==> config.mk <==
export PLATFORM = sky130hd
export DESIGN_NAME = delta_run_pixel_bit_coder
export DESIGN_NICKNAME = d
export VERILOG_FILES = /design/src/rtl/core/drpbc_pkg.sv /design/src/rtl/core/delta_run_pixel_bit_coder.sv
export VERILOG_INCLUDE_DIRS = /design/src /design/src/rtl/core
export SDC_FILE = /design/constraint.sdc
export NUM_CORES = 1
export LEC_CHECK = 0
export BUFFER_PORTS_ARGS = -buffer_cell sky130_fd_sc_hd__buf_2
export CAP_MARGIN = 20
export CORE_MARGIN = 2
export CORE_UTILIZATION = 50
export CTS_BUF_LIST = sky130_fd_sc_hd__clkbuf_16
export CTS_CLUSTER_DIAMETER = 50
export DETAILED_ROUTE_END_ITERATION = 8
export PLACE_DENSITY = 0.77
export SYNTH_ARGS = -nofsm -noshare
export SYNTH_HDL_FRONTEND = slang
export SYNTH_SLANG_ARGS = --single-unit
export TNS_END_PERCENT = 20
==> constraint.sdc <==
create_clock -name i_clk -period 4.05 [get_ports i_clk]
set_input_delay 0.81 -clock i_clk [delete_from_list [all_inputs] [get_ports i_clk]]
set_output_delay 0.81 -clock i_clk [all_outputs]
set_load 0.02 [all_outputs]
==> src/rtl/core/assert_macros.svh <==
// Assertion helpers for the RTL files.
`ifndef ASSERT_MACROS_SVH
`define ASSERT_MACROS_SVH

// Property checked on every rising edge, off while reset is held.
`define ASSERT_RST(lbl, clk, rst_n, prop) \
    lbl: assert property (@(posedge clk) disable iff (!rst_n) (prop)) \
        else $error("assertion failed");

// Condition in one cycle implies a condition in the next.
`define ASSERT_NEXT(lbl, clk, rst_n, pre, post) \
    lbl: assert property (@(posedge clk) disable iff (!rst_n) (pre) |=> (post)) \
        else $error("assertion failed");

`endif

==> src/rtl/core/drpbc_pkg.sv <==
package drpbc_pkg;

    localparam logic [7:0] RUN_MIN      = 8'd13;
    localparam logic [7:0] RUN_MAX      = 8'd255;
    // long run head, sent LSB first: 1, 1, then tag 4 in three bits
    localparam logic [4:0] RUN_HEAD     = 5'b10011;
    localparam logic [3:0] RUN_HEAD_LEN = 4'd13;

    localparam logic [3:0] CB_MIN   = 4'd4;
    localparam logic [3:0] CB_MAX   = 4'd8;
    localparam logic [3:0] CB_RESET = 4'd8;
    localparam logic       RE_RESET = 1'b1;

    // register index, taken from paddr[2]
    localparam logic REG_COLOR_BITS = 1'b0;
    localparam logic REG_RUN_ENABLE = 1'b1;

    typedef struct packed {
        logic [15:0] length;
        logic        stream_end;
        logic        item_last;
        logic        byte_valid;
        logic [7:0]  data;
    } t_beat;

endpackage

==> src/rtl/core/delta_run_pixel_bit_coder.sv <==
// Bit-serial coder: one coded bit per cycle through a byte shift register, while the
// output register can take each completed byte. A pixel is accepted only when idle;
// its run bits, then its code bits, then on the last pixel the padding of the last
// partial byte are shifted out, then the item is closed; output stalls hold both.
// A new pixel is not taken until the previous one has been closed.
// Reset (i_rst_n low, synchronous): stripe state cleared, color_bits 8, run_enable 1.
`include "assert_macros.svh"

module delta_run_pixel_bit_coder (
    input  logic        i_clk,
    input  logic        i_rst_n,
    // slave side
    input  logic        s_tvalid,
    output logic        s_tready,
    input  logic [7:0]  s_tdata,   // [7:0] pixel
    input  logic        s_tlast,   // last_pixel
    // master side
    output logic        m_tvalid,
    input  logic        m_tready,
    output logic [23:0] m_tdata,   // [7:0] out_byte, [23:8] stream_length
    output logic        m_tlast,   // item_last
    output logic [1:0]  m_tuser,   // [0] byte_valid, [1] stream_end
    // configuration
    input  logic        psel,
    input  logic        penable,
    input  logic        pwrite,
    input  logic [2:0]  paddr,
    input  logic [31:0] pwdata,
    output logic [31:0] prdata,
    output logic        pready
);
    import drpbc_pkg::*;

    localparam logic [1:0] ST_IDLE  = 2'd0;
    localparam logic [1:0] ST_SHIFT = 2'd1;
    localparam logic [1:0] ST_DONE  = 2'd2;

    logic [1:0]  r_state, n_state;
    logic [3:0]  r_cb;
    logic        r_re;
    logic [7:0]  r_color;
    logic        r_seen;
    logic [7:0]  r_cnt;
    logic [7:0]  r_byte;
    logic [2:0]  r_fill;
    logic [15:0] r_total;
    logic        r_last;
    logic        r_any;
    logic [12:0] r_run_sh;
    logic [3:0]  r_run_len;
    logic [9:0]  r_code_sh;
    logic [3:0]  r_code_len;
    logic [7:0]  r_hold;
    logic        r_hold_v;
    t_beat       r_out;
    logic        r_ov;

    logic        cfg_wr;
    logic        s_fire;
    logic        out_free;
    logic        out_load;
    logic        eq;
    logic [7:0]  newcnt;
    logic        send_now;
    logic [7:0]  run_cnt;
    logic [8:0]  d9;
    logic        short_delta;
    logic [3:0]  nb;
    logic        have_bit;
    logic        bit_val;
    logic        completes;
    logic        step;
    logic [7:0]  byte_next;
    logic [15:0] total_inc;

    assign pready   = 1'b1;
    assign cfg_wr   = psel && penable && pwrite;
    assign s_tready = (r_state == ST_IDLE);
    assign s_fire   = s_tvalid && s_tready;
    assign out_free = !r_ov || m_tready;

    always_comb begin
        case (paddr[2])
            REG_COLOR_BITS: prdata = {28'd0, r_cb};
            REG_RUN_ENABLE: prdata = {31'd0, r_re};
            default:        prdata = 32'd0;
        endcase
    end

    // pixel classification at accept
    assign eq          = r_seen && (s_tdata == r_color);
    assign newcnt      = r_cnt + 8'd1;
    assign send_now    = !r_re || (newcnt == RUN_MAX) || s_tlast;
    assign run_cnt     = !r_seen ? 8'd0 : (eq ? (send_now ? newcnt : 8'd0) : r_cnt);
    assign d9          = {1'b0, s_tdata} - {1'b0, r_color};
    assign short_delta = (!d9[8] && (d9[7:0] <= 8'd3)) || (d9[8:2] == 7'h7F);
    assign nb          = (r_cb > CB_MAX) ? CB_MAX : ((r_cb < CB_MIN) ? CB_MIN : r_cb);

    // bit source: run, then code, then zero padding of the last partial byte
    assign have_bit  = (r_run_len != 4'd0) || (r_code_len != 4'd0)
                    || (r_last && (r_fill != 3'd0));
    assign bit_val   = (r_run_len != 4'd0) ? r_run_sh[0]
                    : ((r_code_len != 4'd0) ? r_code_sh[0] : 1'b0);
    assign byte_next = {bit_val, r_byte[7:1]};
    assign completes = have_bit && (r_fill == 3'd7);
    assign step      = (r_state == ST_SHIFT) && have_bit
                    && !(completes && r_hold_v && !out_free);
    assign total_inc = (r_total == 16'hFFFF) ? r_total : r_total + 16'd1;

    // a new beat goes into the output register this cycle
    assign out_load  = (step && completes && r_hold_v)
                    || ((r_state == ST_DONE) && (n_state == ST_IDLE) && (r_hold_v || r_last));

    always_comb begin
        n_state = r_state;
        case (r_state)
            ST_IDLE:  if (s_fire) n_state = ST_SHIFT;
            ST_SHIFT: if (!have_bit) n_state = ST_DONE;
            ST_DONE:  if (out_free || (!r_hold_v && !r_last)) n_state = ST_IDLE;
            default:  n_state = ST_IDLE;
        endcase
    end

    always_ff @(posedge i_clk) begin
        if (!i_rst_n) begin
            r_state    <= ST_IDLE;
            r_cb       <= CB_RESET;
            r_re       <= RE_RESET;
            r_color    <= 8'd0;
            r_seen     <= 1'b0;
            r_cnt      <= 8'd0;
            r_fill     <= 3'd0;
            r_total    <= 16'd0;
            r_last     <= 1'b0;
            r_any      <= 1'b0;
            r_run_len  <= 4'd0;
            r_code_len <= 4'd0;
            r_hold_v   <= 1'b0;
            r_ov       <= 1'b0;
        end else begin
            r_state <= n_state;

            if (cfg_wr) begin
                case (paddr[2])
                    REG_COLOR_BITS: r_cb <= pwdata[3:0];
                    REG_RUN_ENABLE: r_re <= pwdata[0];
                    default: ;
                endcase
            end

            if (m_tready && !out_load) r_ov <= 1'b0;

            if (s_fire) begin
                r_last <= s_tlast;
                r_any  <= 1'b0;
                if (run_cnt >= RUN_MIN) begin
                    r_run_sh  <= {run_cnt, RUN_HEAD};
                    r_run_len <= RUN_HEAD_LEN;
                end else begin
                    r_run_sh  <= 13'd0;
                    r_run_len <= run_cnt[3:0];
                end
                if (!r_seen) begin
                    r_seen     <= 1'b1;
                    r_color    <= s_tdata;
                    r_code_sh  <= {2'b00, s_tdata};
                    r_code_len <= 4'd8;
                end else if (eq) begin
                    r_cnt      <= send_now ? 8'd0 : newcnt;
                    r_code_len <= 4'd0;
                end else begin
                    r_cnt   <= 8'd0;
                    r_color <= s_tdata;
                    if (short_delta) begin
                        r_code_sh  <= {5'd0, ~d9[2], d9[1:0], 2'b11};
                        r_code_len <= 4'd5;
                    end else begin
                        r_code_sh  <= {s_tdata, 2'b01};
                        r_code_len <= 4'd2 + nb;
                    end
                end
            end

            if (step) begin
                r_byte <= byte_next;
                r_fill <= r_fill + 3'd1;
                if (r_run_len != 4'd0) begin
                    r_run_sh  <= {1'b0, r_run_sh[12:1]};
                    r_run_len <= r_run_len - 4'd1;
                end else if (r_code_len != 4'd0) begin
                    r_code_sh  <= {1'b0, r_code_sh[9:1]};
                    r_code_len <= r_code_len - 4'd1;
                end
                if (completes) begin
                    r_hold   <= byte_next;
                    r_hold_v <= 1'b1;
                    r_any    <= 1'b1;
                    // earlier byte of this item leaves now, not the item's last
                    if (r_hold_v) begin
                        r_ov             <= 1'b1;
                        r_out.data       <= r_hold;
                        r_out.byte_valid <= 1'b1;
                        r_out.item_last  <= 1'b0;
                        r_out.stream_end <= 1'b0;
                        r_out.length     <= total_inc;
                        r_total          <= total_inc;
                    end
                end
            end

            if ((r_state == ST_DONE) && (n_state == ST_IDLE)) begin
                if (r_hold_v) begin
                    r_ov             <= 1'b1;
                    r_out.data       <= r_hold;
                    r_out.byte_valid <= 1'b1;
                    r_out.item_last  <= 1'b1;
                    r_out.stream_end <= r_last;
                    r_out.length     <= total_inc;
                    if (!r_last) r_total <= total_inc;
                    r_hold_v         <= 1'b0;
                end else if (r_last) begin
                    // empty end marker
                    r_ov             <= 1'b1;
                    r_out.data       <= 8'd0;
                    r_out.byte_valid <= 1'b0;
                    r_out.item_last  <= 1'b1;
                    r_out.stream_end <= 1'b1;
                    r_out.length     <= r_total;
                end
                if (r_last) begin
                    r_color <= 8'd0;
                    r_seen  <= 1'b0;
                    r_cnt   <= 8'd0;
                    r_fill  <= 3'd0;
                    r_total <= 16'd0;
                end
            end
        end
    end

    assign m_tvalid = r_ov;
    assign m_tdata  = {r_out.length, r_out.data};
    assign m_tlast  = r_out.item_last;
    assign m_tuser  = {r_out.stream_end, r_out.byte_valid};

    `ASSERT_RST(a_end_is_item_last, i_clk, i_rst_n, (m_tvalid && m_tuser[1]) |-> m_tlast)
    `ASSERT_RST(a_marker_only_at_end, i_clk, i_rst_n,
        (m_tvalid && !m_tuser[0]) |-> (m_tuser[1] && (m_tdata[7:0] == 8'd0)))
    `ASSERT_RST(a_count_below_max, i_clk, i_rst_n, (r_state == ST_IDLE) |-> (r_cnt != RUN_MAX))
    `ASSERT_NEXT(a_fire_leaves_idle, i_clk, i_rst_n, s_fire, (r_state == ST_SHIFT))
    `ASSERT_RST(a_any_with_hold, i_clk, i_rst_n, r_hold_v |-> r_any)

endmodule

Word-level counts from Yosys, hierarchy flattened
Index checks and enable logic that the tools add are counted.
Storage, ports and cells
  bits in registers: 120
  input port bits: 51
  output and inout bits: 62
Operators by class
  $add $sub $neg: 7
  order comparisons: 4
  eq/ne operators: 7
  mux-type cells: 75
  bitwise logic cells: 2
  reduce and logical (&&, ||, !) cells: 43
Operator list (number)
  two-way mux 27 bit: 6
  two-way mux 16 bit: 7
  two-way mux 8 bit: 14
  two-way mux 10 bit: 7
  one-hot mux 32 bit (2 select lines): 1
  two-way mux 13 bit: 4
  two-way mux 4 bit: 13
  logical AND 1 bit: 17
  adder 16 x 1 -> 16 bit, second input constant: 1
  == test 16 bit, second input constant: 1
  two-way mux 1 bit: 16
  logical OR 1 bit: 9
  two-way mux 3 bit: 3
  subtractor 8 x 8 -> 9 bit: 1
  adder 8 x 1 -> 8 bit, second input constant: 1
  == test 8 bit: 1
  == test 8 bit, second input constant: 1
  greater-or-equal comparator 8 x 4 -> 1 bit, second input constant: 1
  less-or-equal comparator 8 x 2 -> 1 bit, second input constant: 1
  logical NOT 1 bit: 8
  nonzero test 4 bit: 2
  subtractor 4 x 1 -> 4 bit, second input constant: 2
  == test 7 bit, second input constant: 1
  two-way mux 2 bit: 3
  13 further kinds: 17

Logic depth before layout (Yosys ltp)
Gate-level depths: netlist (run 1).
  word-level depth: 20
  mapped depth: 13

Worst setup path after synthesis (run 1)
OpenSTA, ideal clock, no wires.
  path type: input-to-reg
  start point: input s_tdata[0]
  end point: register r_code_sh[3] (data pin)
  library setup time: 0.261 ns
  arrival time: 2.872 ns
  slack: 0.916 ns
  cell stages on the path: 13
  buffers on the path: 1
  path through: inv_1 -> ha_1 -> inv_1 -> fa_1 -> a21oi_1 -> o211ai_1 -> a21oi_1 -> xor2_1 -> and4b_1 -> mux2i_1 -> buf_2 -> nand4b_1 -> nand3b_1
Between the ends
  cells in the longest elaborated chain, start to end: 11
  elaborated cells between the ends (all ways): 15
RTL lines
  start: declaration: RTL line delta_run_pixel_bit_coder.sv:15  | input logic [7:0] s_tdata,
  subtractor 8 x 8 -> 9 bit: RTL line delta_run_pixel_bit_coder.sv:95  | assign d9 = {1'b0, s_tdata} - {1'b0, r_color};
  less-or-equal comparator 8 x 2 -> 1 bit / logical NOT 1 bit (equally long branches): RTL line delta_run_pixel_bit_coder.sv:96  | assign short_delta = (!d9[8] && (d9[7:0] <= 8'd3)) || (d9[8:2] == 7'h7F);
  logical AND 1 bit: RTL line delta_run_pixel_bit_coder.sv:96
  logical OR 1 bit: RTL line delta_run_pixel_bit_coder.sv:96
  two-way mux 10 bit: RTL line delta_run_pixel_bit_coder.sv:174  | if (short_delta) begin
  two-way mux 10 bit *: RTL line delta_run_pixel_bit_coder.sv:168  | end else if (eq) begin
  two-way mux 10 bit *: RTL line delta_run_pixel_bit_coder.sv:163  | if (!r_seen) begin
  two-way mux 10 bit *: RTL line delta_run_pixel_bit_coder.sv:153  | if (s_fire) begin
  two-way mux 10 bit: RTL line delta_run_pixel_bit_coder.sv:190  | end else if (r_code_len != 4'd0) begin
  two-way mux 10 bit: RTL line delta_run_pixel_bit_coder.sv:187  | if (r_run_len != 4'd0) begin
  two-way mux 10 bit *: RTL line delta_run_pixel_bit_coder.sv:184  | if (step) begin
  end signal: assignment: RTL line delta_run_pixel_bit_coder.sv:166  | r_code_sh <= {2'b00, s_tdata};
  end signal: assignment: RTL line delta_run_pixel_bit_coder.sv:178  | r_code_sh <= {s_tdata, 2'b01};
  end signal: assignment: RTL line delta_run_pixel_bit_coder.sv:191  | r_code_sh <= {1'b0, r_code_sh[9:1]};
  end: declaration: RTL line delta_run_pixel_bit_coder.sv:51  | logic [9:0] r_code_sh;
Mark *: on every way between the ends. The rest lies on a longest branch, timed or not.
A chain may end at the register's enable or synchronous reset.

Worst setup path in the final report (run 1)
  start point: input s_tdata[0]
  end point: register r_code_sh[2] (data pin)
Same word-level chain as after synthesis.

==> results.cfg, run 1 <==
[hold_path]
min_path_type = register to register

[finish]
area.growth.synth_to_final_pct = 11.2
finalNonFillerCells = 1037
layout-drive-gt1-share_pct = 14.5
fillerInstances = 1256
nNetsFinal = 915
n_antenna_cell = 0

[logic_synthesis]
async_flop_share_pct = 0
synth-seq-cells = 119
synth_top_area_share_pct = 27.2
synthTopCellsByArea = edfxtp_1 27%, dfxtp_1 15%, nand2_1 5.3%
synthMuxAreaShare_pct = 1.43
synth_fa_ha_area_share_pct = 3.59
syn_avg_cell_area_um2 = 8.90
synth_top_area_cell = edfxtp_1
synth.distinct_cells = 81
synth_xor_area_share_pct = 2.67
synth_area_um2 = 7170
postSynthCellCount = 806
ys_seq_area_share_pct = 42.3
synth-simple-area-share_pct = 21.4
synth_top_family_by_area = simple AND/OR/NAND/NOR gates
synth-edff-count = 65
ys_warn_count = 0
synth-compound-area-share_pct = 21.2
synth_flop_cell = edfxtp_1

[setup_path]
start_kind = input port
crit_type = input port to register
worstPathRequired_ns = 4.21
arrival_ns = 3.30
crit_fanout = 13
cp-end-kind = register

[floorplan]
core_um2 = 13900
die_h_um = 124
num_rows = 43
io_pins = 113
die_w_um = 124
start_util_pct = 51.5
dieArea_um2 = 15300

[global_route]
grt_max_degree = 60
grt_pass1_wl_um = 26100
first_global_vias = 5367
antenna_found_initial = 0
grtUsageTotal_pct = 21.6
grt.overflow.total = 0

[routing]
vias_per_cell = 5.70
first_iter_violations = 647
antenna_left = 0
drt-total-wl_um = 16000
avgRoutedWirePerCell_um = 15.4
vias = 5913
drtPass1Iterations = 5
drc = 0

[placed_design]
port_buffers = 53
placed_cells = 1004
post-place-ws_ns = 0.504
gp_congestion = 0.845
dp_hpwl_um = 10900

[pwr]
power.total_w = 0.00338
power.density_nw_per_um2 = 423
ir_drop_uv = 357
p_leak_nw = 3.03

[timing]
setup-tns-final_ns = 0
fin_ws_ns = 0.905
finalHoldViolations = 0
finClkSkew_ns = 0.00812
worst_pin_slew_ns = 0.837
setup_violations = 0
final.period_utilization_pct = 77.6
rsz0062_at_grt = false
fin_crit_ns = 3.14
slew_headroom_pct = 44.0
maxSlewViolCount = 0
fmax_ghz = 0.318

[clocking]
clock-root-buffer = clkbuf_16
numClockSinks = 119
clkLatencyLatePin_ns = 0.42
cts-hold-fix-buffers = 0
post_cts_buffers = 0
cts_made_buffers = 17
cts_tree = done
max-clock-path-buffers = 2
h-tree-depth = 4
clkSlewWorstSetupHoldPaths_ns = 0.06
cts_resized = 0

[job]
drv_cap = 0

[run_status]
status = finished, final reports clean
-- state kept, by name (all words and copies together) (netlist names), named ones only --
name,cells
r_code_sh,10
r_total,7
r_run_sh,13
r_state,2
r_color,8
m_tuser,2
r_cb,4
r_byte,7
r_cnt,8
r_seen,1
r_hold_v,1
m_tvalid,1
r_fill,3
m_tlast,1
m_tdata,24
r_run_len,4
r_hold,8
r_code_len,4
r_last,1
r_re,1
-- report_power, final --
part | switching (W) | total (W) | internal, W
clock network | 0.000517 | 0.00140 | 0.000883
logic | 0.000337 | 0.000534 | 0.000197
registers | 0.0000597 | 0.00144 | 0.00138
total | 0.000914 | 0.00338 | 0.00246
-- critical path, cell delays in order --
cell      delay [ns]
buf_2           0.11
inv_1           0.14
ha_1            0.18
inv_1           0.05
fa_1            0.40
a21oi_1         0.22
o211ai_1        0.13
a21oi_1         0.18
xor2_1          0.18
and4b_1         0.22
mux2i_1         0.12
buf_4           0.22
nor4b_1         0.26
nor3_1          0.07
-- cell usage after synthesis (all sizes together) (3+ instances only) --
master and number:
and2 5, nand2 102, nand3 18, a31oi 14
nand2b 12, a22oi 10, dfxtp 54, inv 23
a32oi 3, or3 11, a211oi 7, a22o 15
clkbuf 30, a21o 6, buf 44, nor2 76
or2 3, xor2 10, nand4 8, nor3 20
edfxtp 65, o31ai 3, nor4b 3, o211ai 3
mux2i 8, ha 19, nor2b 14, xnor2 11
o22ai 6, a21oi 76, a2111oi 4, and3 18
nor4 4, o21a 5, nand3b 5, o21ai 57
-- routing by layer --
metal	part of all wire [%]	vias to the layer above	routed length [um]	GRT usage [%]
met5	0	-	0	0
met1	48	2755	7620	29.6
li1	-	2953	-	-
met3	6.2	20	988	5.72
met4	1.4	0	228	7.17
met2	45	185	7170	33.1
-- cell families after synthesis --
kind of cell | count (synthesis)
other cells | 2
buf+inv | 97
simple gates | 307
mux | 10
xor+xnor | 21
compound gates | 230
flops | 119
fa+ha+maj | 20
-- final cells by class --
cell class | count | area [um^2] | share of cell area [%]
multi-input cells | 617 | 3720 | 46.6
flip-flops and latches | 119 | 3030 | 38.0
clock buffers | 17 | 425 | 5.33
repair buffers | 66 | 363 | 4.55
well taps | 180 | 225 | 2.82
clock inverters | 15 | 124 | 1.55
inverters | 23 | 86.3 | 1.08
-- cells in the final DEF (no fill, tap or decap), types with 12 or more instances in the layout --
cell type,n
a21oi_1,69
a22o_1,13
a31oi_1,14
and3_1,18
buf_2,53
buf_4,12
clkbuf_16,17
conb_1,29
dfxtp_1,54
edfxtp_1,65
ha_1,19
inv_1,27
nand2_1,101
nand2b_1,12
nand3_1,18
nor2_1,73
nor2b_1,14
nor3_1,19
o21ai_0,33
o21ai_1,23
-- path summary, 6_finish.rpt --
check | start | endpoint | slack [ns] | cells after the start
worst max-delay path | s_tdata[0] | r_code_sh[2] | 0.91 | 14
worst min-delay path | r_byte[1] | r_hold[0] | 0.43 | 0
worst max register to register | r_run_len[0] | m_tdata[18] | 1.10 | 9
worst min register to register | r_byte[1] | r_hold[0] | 0.43 | 0
-- stage by stage --
stage	hold WS (ns)	area, um^2	utilization, %
3_3_place_gp	0.403	7420	53.2
2_1_floorplan	0.400	7270	-
4_1_cts	0.427	7970	57.2
5_1_grt	0.428	7980	57.2
6_report	0.430	7980	57.2
3_5_place_dp	0.417	7420	53.2
No activity file was read; power rests on OpenSTA's default activity.
==> run 2, diff against run 1 <==
--- a/config.mk
+++ b/config.mk
@@ -13,7 +13,7 @@
 export CTS_BUF_LIST = sky130_fd_sc_hd__clkbuf_16
 export CTS_CLUSTER_DIAMETER = 50
 export DETAILED_ROUTE_END_ITERATION = 8
-export PLACE_DENSITY = 0.77
+export PLACE_DENSITY = 0.8
 export SYNTH_ARGS = -nofsm -noshare
 export SYNTH_HDL_FRONTEND = slang
 export SYNTH_SLANG_ARGS = --single-unit
==> constraint.sdc (replaced) <==
create_clock -name i_clk -period 2.7 [get_ports i_clk]
set_input_delay 0.54 -clock i_clk [delete_from_list [all_inputs] [get_ports i_clk]]
set_output_delay 0.54 -clock i_clk [all_outputs]
set_load 0.02 [all_outputs]
==> results.cfg, run 2 (same netlist as run 1, synthesis figures left out) <==
[finish]
area.growth.synth_to_final_pct = 19.2
largest_register_ffs = 24
fillerInstances = 1178
nNetsFinal = 975
mostFrequentLayoutCell = nand2_1
final_util_pct = 61.3
layout-drive-gt1-share_pct = 22.5
layout_common_cells = 99 x nand2_1, 73 x nor2_1, 71 x buf_4, 67 x a21oi_1, 65 x edfxtp_1
n_antenna_cell = 0

[clocking]
clock-root-buffer = clkbuf_16
clkSlewWorstSetupHoldPaths_ns = 0.05
clkLatencyLatePin_ns = 0.42
numClockSinks = 119
cts_tree = done
max-clock-path-buffers = 2
h-tree-depth = 4
cts_made_buffers = 17

[routing]
drt-total-wl_um = 17700
vias = 6318
antenna_left = 0
drtPass1Iterations = 7
drc = 0
vias_per_cell = 5.76
first_iter_violations = 642
avgRoutedWirePerCell_um = 16.1

[setup_path]
worstPathRequired_ns = 3.03
crit_fanout = 6
crit_type = register to register
cp-end-kind = register
arrival_ns = 3.07
start_kind = register

[placed_design]
gp_congestion = 0.880
port_buffers = 53
post-place-ws_ns = -0.333
dp_hpwl_um = 12100

[global_route]
grtUsageTotal_pct = 23.3
grt.overflow.total = 0
first_global_vias = 5766
grt_pass1_wl_um = 28100
grt_max_degree = 33
antenna_found_initial = 0

[pwr]
power.density_nw_per_um2 = 611
power.share.clock_pct = 40.5
p_sw_w = 0.00151
pwr-share-seq_pct = 41.3
p_sw_share_pct = 28.8
internal_power_w = 0.00372
power.total_w = 0.00523
ir_drop_uv = 489
p_leak_nw = 3.33
pwr-share-comb_pct = 18.2

[floorplan]
num_rows = 43
start_util_pct = 51.5
dieArea_um2 = 15300
die_h_um = 124
core_um2 = 13900
io_pins = 113
die_w_um = 124

[timing]
fmax_ghz = 0.366
worst_pin_slew_ns = 1.06
rsz0062_at_grt = true
final.period_utilization_pct = 101
finClkSkew_ns = 0.0110
setup-tns-final_ns = -0.0392
setup_violations = 2
fin_ws_ns = -0.0340
fin_crit_ns = 2.73
hold_ws_ns = 0.357
slew_headroom_pct = 28.5
maxSlewViolCount = 0
finalHoldViolations = 0

[job]
drv_cap = 0

[hold_path]
min_path_type = input port to register

[run_status]
status = finished with violations
violations = setup timing
[run 2: cell types whose count changed in the layout (fill, tap and decap cells not counted), moves of 3 or more]
cell      previous run  this run
o21ai_0             33        30
clkinv_2             6         1
inv_1               27        23
inv_6                0         4
buf_4               12        71
[run 2: power groups by stage]
stage,sequential (W),combinational (W),clock [W]
global route,0.00217,0.00105,0.00223
finish,0.00216,0.000949,0.00212
floorplan,0.00219,0.000622,0
CTS,0.00216,0.000903,0.00215
detailed placement,0.00219,0.000894,0
global placement,0.00219,0.000869,0
[run 2: final timing paths]
check / startpoint / endpoint / slack (ns) / depth (start not counted)
worst max-delay path: r_color[0] / r_code_len[1] / -0.03 / 13
worst min-delay path: pwdata[2] / r_cb[2] / 0.36 / 3
worst max register to register: r_color[0] / r_code_len[1] / -0.03 / 13
worst min register to register: r_byte[1] / r_hold[0] / 0.44 / 0
[run 2: what timing repair did]
action,CTS,global route
endpoints found under the hold margin,0,0
setup endpoints to repair,2,42
resized for setup,2,23
gates cloned,0,1
buffers inserted,0,5
pin swaps,1,14
hold buffers,0,0
[run 2: routing by layer]
layer,wire length (um),global-route usage (%)
met5,0,0
met4,318,8.31
met3,1190,5.91
met2,8420,37.5
met1,7750,30.4
[run 2: worst max-delay path: stages (launching register included)]
cell and delay, ns:
dfxtp_2 0.36, ha_4 0.14, inv_2 0.04, fa_2 0.38, a21oi_4 0.14, o211ai_1 0.09, a21oi_1 0.18, xor2_1 0.23
and4b_1 0.24, mux2i_2 0.20, buf_4 0.19, buf_6 0.11, nand3b_1 0.10, a221oi_2 0.24
[run 2: layout make-up]
| class | instances | area [um^2] | area share [%] |
|---|---|---|---|
| multi-input combinational | 617 | 3830 | 44.8 |
| inverter | 23 | 86.3 | 1.01 |
| clock buffer | 17 | 425 | 4.98 |
| timing repair buffer | 126 | 815 | 9.53 |
| sequential | 119 | 3030 | 35.5 |
| clock inverter | 15 | 129 | 1.51 |
| tap | 180 | 225 | 2.64 |
[run 2: through the flow]
stage	cells	cell area [um^2]
6_report	1097	8550
5_1_grt	1097	8550
4_1_cts	1091	8420
3_5_place_dp	1059	7850
3_3_place_gp	1059	7850
2_1_floorplan	833	7290
==> run 3, diff against run 2 <==
--- a/config.mk
+++ b/config.mk
@@ -9,11 +9,12 @@
 export BUFFER_PORTS_ARGS = -buffer_cell sky130_fd_sc_hd__buf_2
 export CAP_MARGIN = 20
 export CORE_MARGIN = 2
-export CORE_UTILIZATION = 50
+export CORE_UTILIZATION = 52
 export CTS_BUF_LIST = sky130_fd_sc_hd__clkbuf_16
 export CTS_CLUSTER_DIAMETER = 50
 export DETAILED_ROUTE_END_ITERATION = 8
-export PLACE_DENSITY = 0.8
+export PLACE_DENSITY = 0.82
+export RECOVER_POWER = 50
 export SYNTH_ARGS = -nofsm -noshare
 export SYNTH_HDL_FRONTEND = slang
 export SYNTH_SLANG_ARGS = --single-unit
==> results.cfg, run 3 (same netlist as run 1, synthesis figures left out) <==
[placed_design]
dp_hpwl_um = 11900
port_buffers = 53
gp_congestion = 0.867

[clocking]
clock-root-buffer = clkbuf_16
clkLatencyLatePin_ns = 0.43
clkSlewWorstSetupHoldPaths_ns = 0.05
cts_made_buffers = 17
h-tree-depth = 4
numClockSinks = 119
max-clock-path-buffers = 2
cts_tree = done

[timing]
setup-tns-final_ns = -0.0205
final.period_utilization_pct = 101
fmax_ghz = 0.368
fin_ws_ns = -0.0176
finalHoldViolations = 0
worst_pin_slew_ns = 1.61
setup_violations = 2
fin_crit_ns = 2.72
slew_headroom_pct = -7.59
finClkSkew_ns = 0.00940
rsz0062_at_grt = true
maxSlewViolCount = 28

[finish]
nNetsFinal = 983
area.growth.synth_to_final_pct = 21.0
largest_register_ffs = 24
mostFrequentLayoutCell = nand2_1
fillerInstances = 1093
layout-drive-gt1-share_pct = 20.0
n_antenna_cell = 0
layout_common_cells = 99 x nand2_1, 75 x buf_4, 73 x nor2_1, 66 x a21oi_1, 65 x edfxtp_1

[setup_path]
cp-end-kind = register
reg2reg_to = r_code_len[1]
arrival_ns = 3.05
reg2reg_depth = 12
r2r_start = r_color[1]
critPathLaunch = r_color[1]
start_kind = register
worstPathRequired_ns = 3.04
r2r_slack_ns = -0.02
crit_type = register to register
crit_fanout = 5

[floorplan]
core_um2 = 13300
io_pins = 113
die_w_um = 121
start_util_pct = 53.7
die_h_um = 121
num_rows = 42
dieArea_um2 = 14700

[run_status]
status = finished with violations
violations = capacitance limit, slew limit, setup timing

[routing]
antenna_left = 0
vias_per_cell = 5.81
vias = 6401
drtPass1Iterations = 5
drc = 0
first_iter_violations = 676
drt-total-wl_um = 17500
avgRoutedWirePerCell_um = 15.9

[hold_path]
hold_path.startpoint = pwdata[0]
hold_end = r_re
holdPathStages = 3
min_path_type = input port to register

[pwr]
power.total_w = 0.00553
power.density_nw_per_um2 = 638
ir_drop_uv = 536
p_leak_nw = 3.32

[global_route]
grt.overflow.total = 0
grt_pass1_wl_um = 27900
grtUsageTotal_pct = 24.1
first_global_vias = 5827
grt_max_degree = 33
antenna_found_initial = 0

[job]
drv_cap = 1
-- run 3: cell count changes in the layout (fill, tap and decap cells not counted), sizes merged --
cell,before,now
nor2,76,77
clkinvlp,4,3
inv,28,26
bufinv,1,4
buf,126,99
clkbuf,17,51
-- run 3: repair_timing --
item,4_1_cts,5_1_grt
hold buffers,0,0
setup buffers,1,6
gates cloned,0,2
hold endpoints to repair,0,0
pin swaps,1,17
gates resized for setup,2,30
endpoints found under the setup margin,2,45
-- run 3: final cells by class --
type	count	area (um^2)	area share [%]
clock buffers	17	425	4.90
clock inverters	15	200	2.31
inverters	23	86.3	0.995
multi-input cells	618	3870	44.6
flip-flops and latches	119	3040	35.0
well taps	176	220	2.54
repair buffers	133	838	9.66
-- run 3: layer usage --
metal,track usage (%),vias to the layer above,wire [um]
li1,-,3085,-
met1,31.7,3073,7840
met2,38.7,214,8210
met3,6.81,29,1060
met4,6.97,0,340
met5,0,-,0
-- run 3: worst max-delay path by stage --
stage	cells past startpoint	to
floorplan	13	r_code_sh[3]
global placement	14	r_code_sh[2]
CTS	12	r_code_len[1]
global route	13	r_code_len[1]
finish	12	r_code_len[1]
detailed placement	12	r_code_len[1]
-- run 3: per-stage QoR --
stage | utilization, % | setup WS [ns] | hold WS (ns) | std cells | cell area, um^2
after floorplan | - | -0.0426 | 0.400 | 833 | 7290
after global placement | 59.2 | -0.274 | 0.406 | 1060 | 7900
after detailed placement | 59.2 | -0.323 | 0.407 | 1060 | 7900
after CTS | 64.0 | 0.0107 | 0.334 | 1093 | 8540
after global routing | 65.0 | -0.195 | 0.350 | 1101 | 8670
final | 65.0 | -0.0176 | 0.353 | 1101 | 8670
-- run 3: critical path, cell delays in order (launching register included) --
cell      delay, ns
dfxtp_2        0.32
inv_2          0.07
ha_4           0.20
nor2b_4        0.13
o31a_1         0.33
o31a_1         0.34
o22ai_2        0.11
xor2_1         0.21
mux2i_1        0.27
buf_4          0.21
buf_6          0.11
nand3b_1       0.08
a221oi_2       0.25
-- run 3: report_power, final --
group	internal, W	switching, W
combinational	0.000396	0.000571
clock	0.00155	0.000862
sequential	0.00207	0.0000840
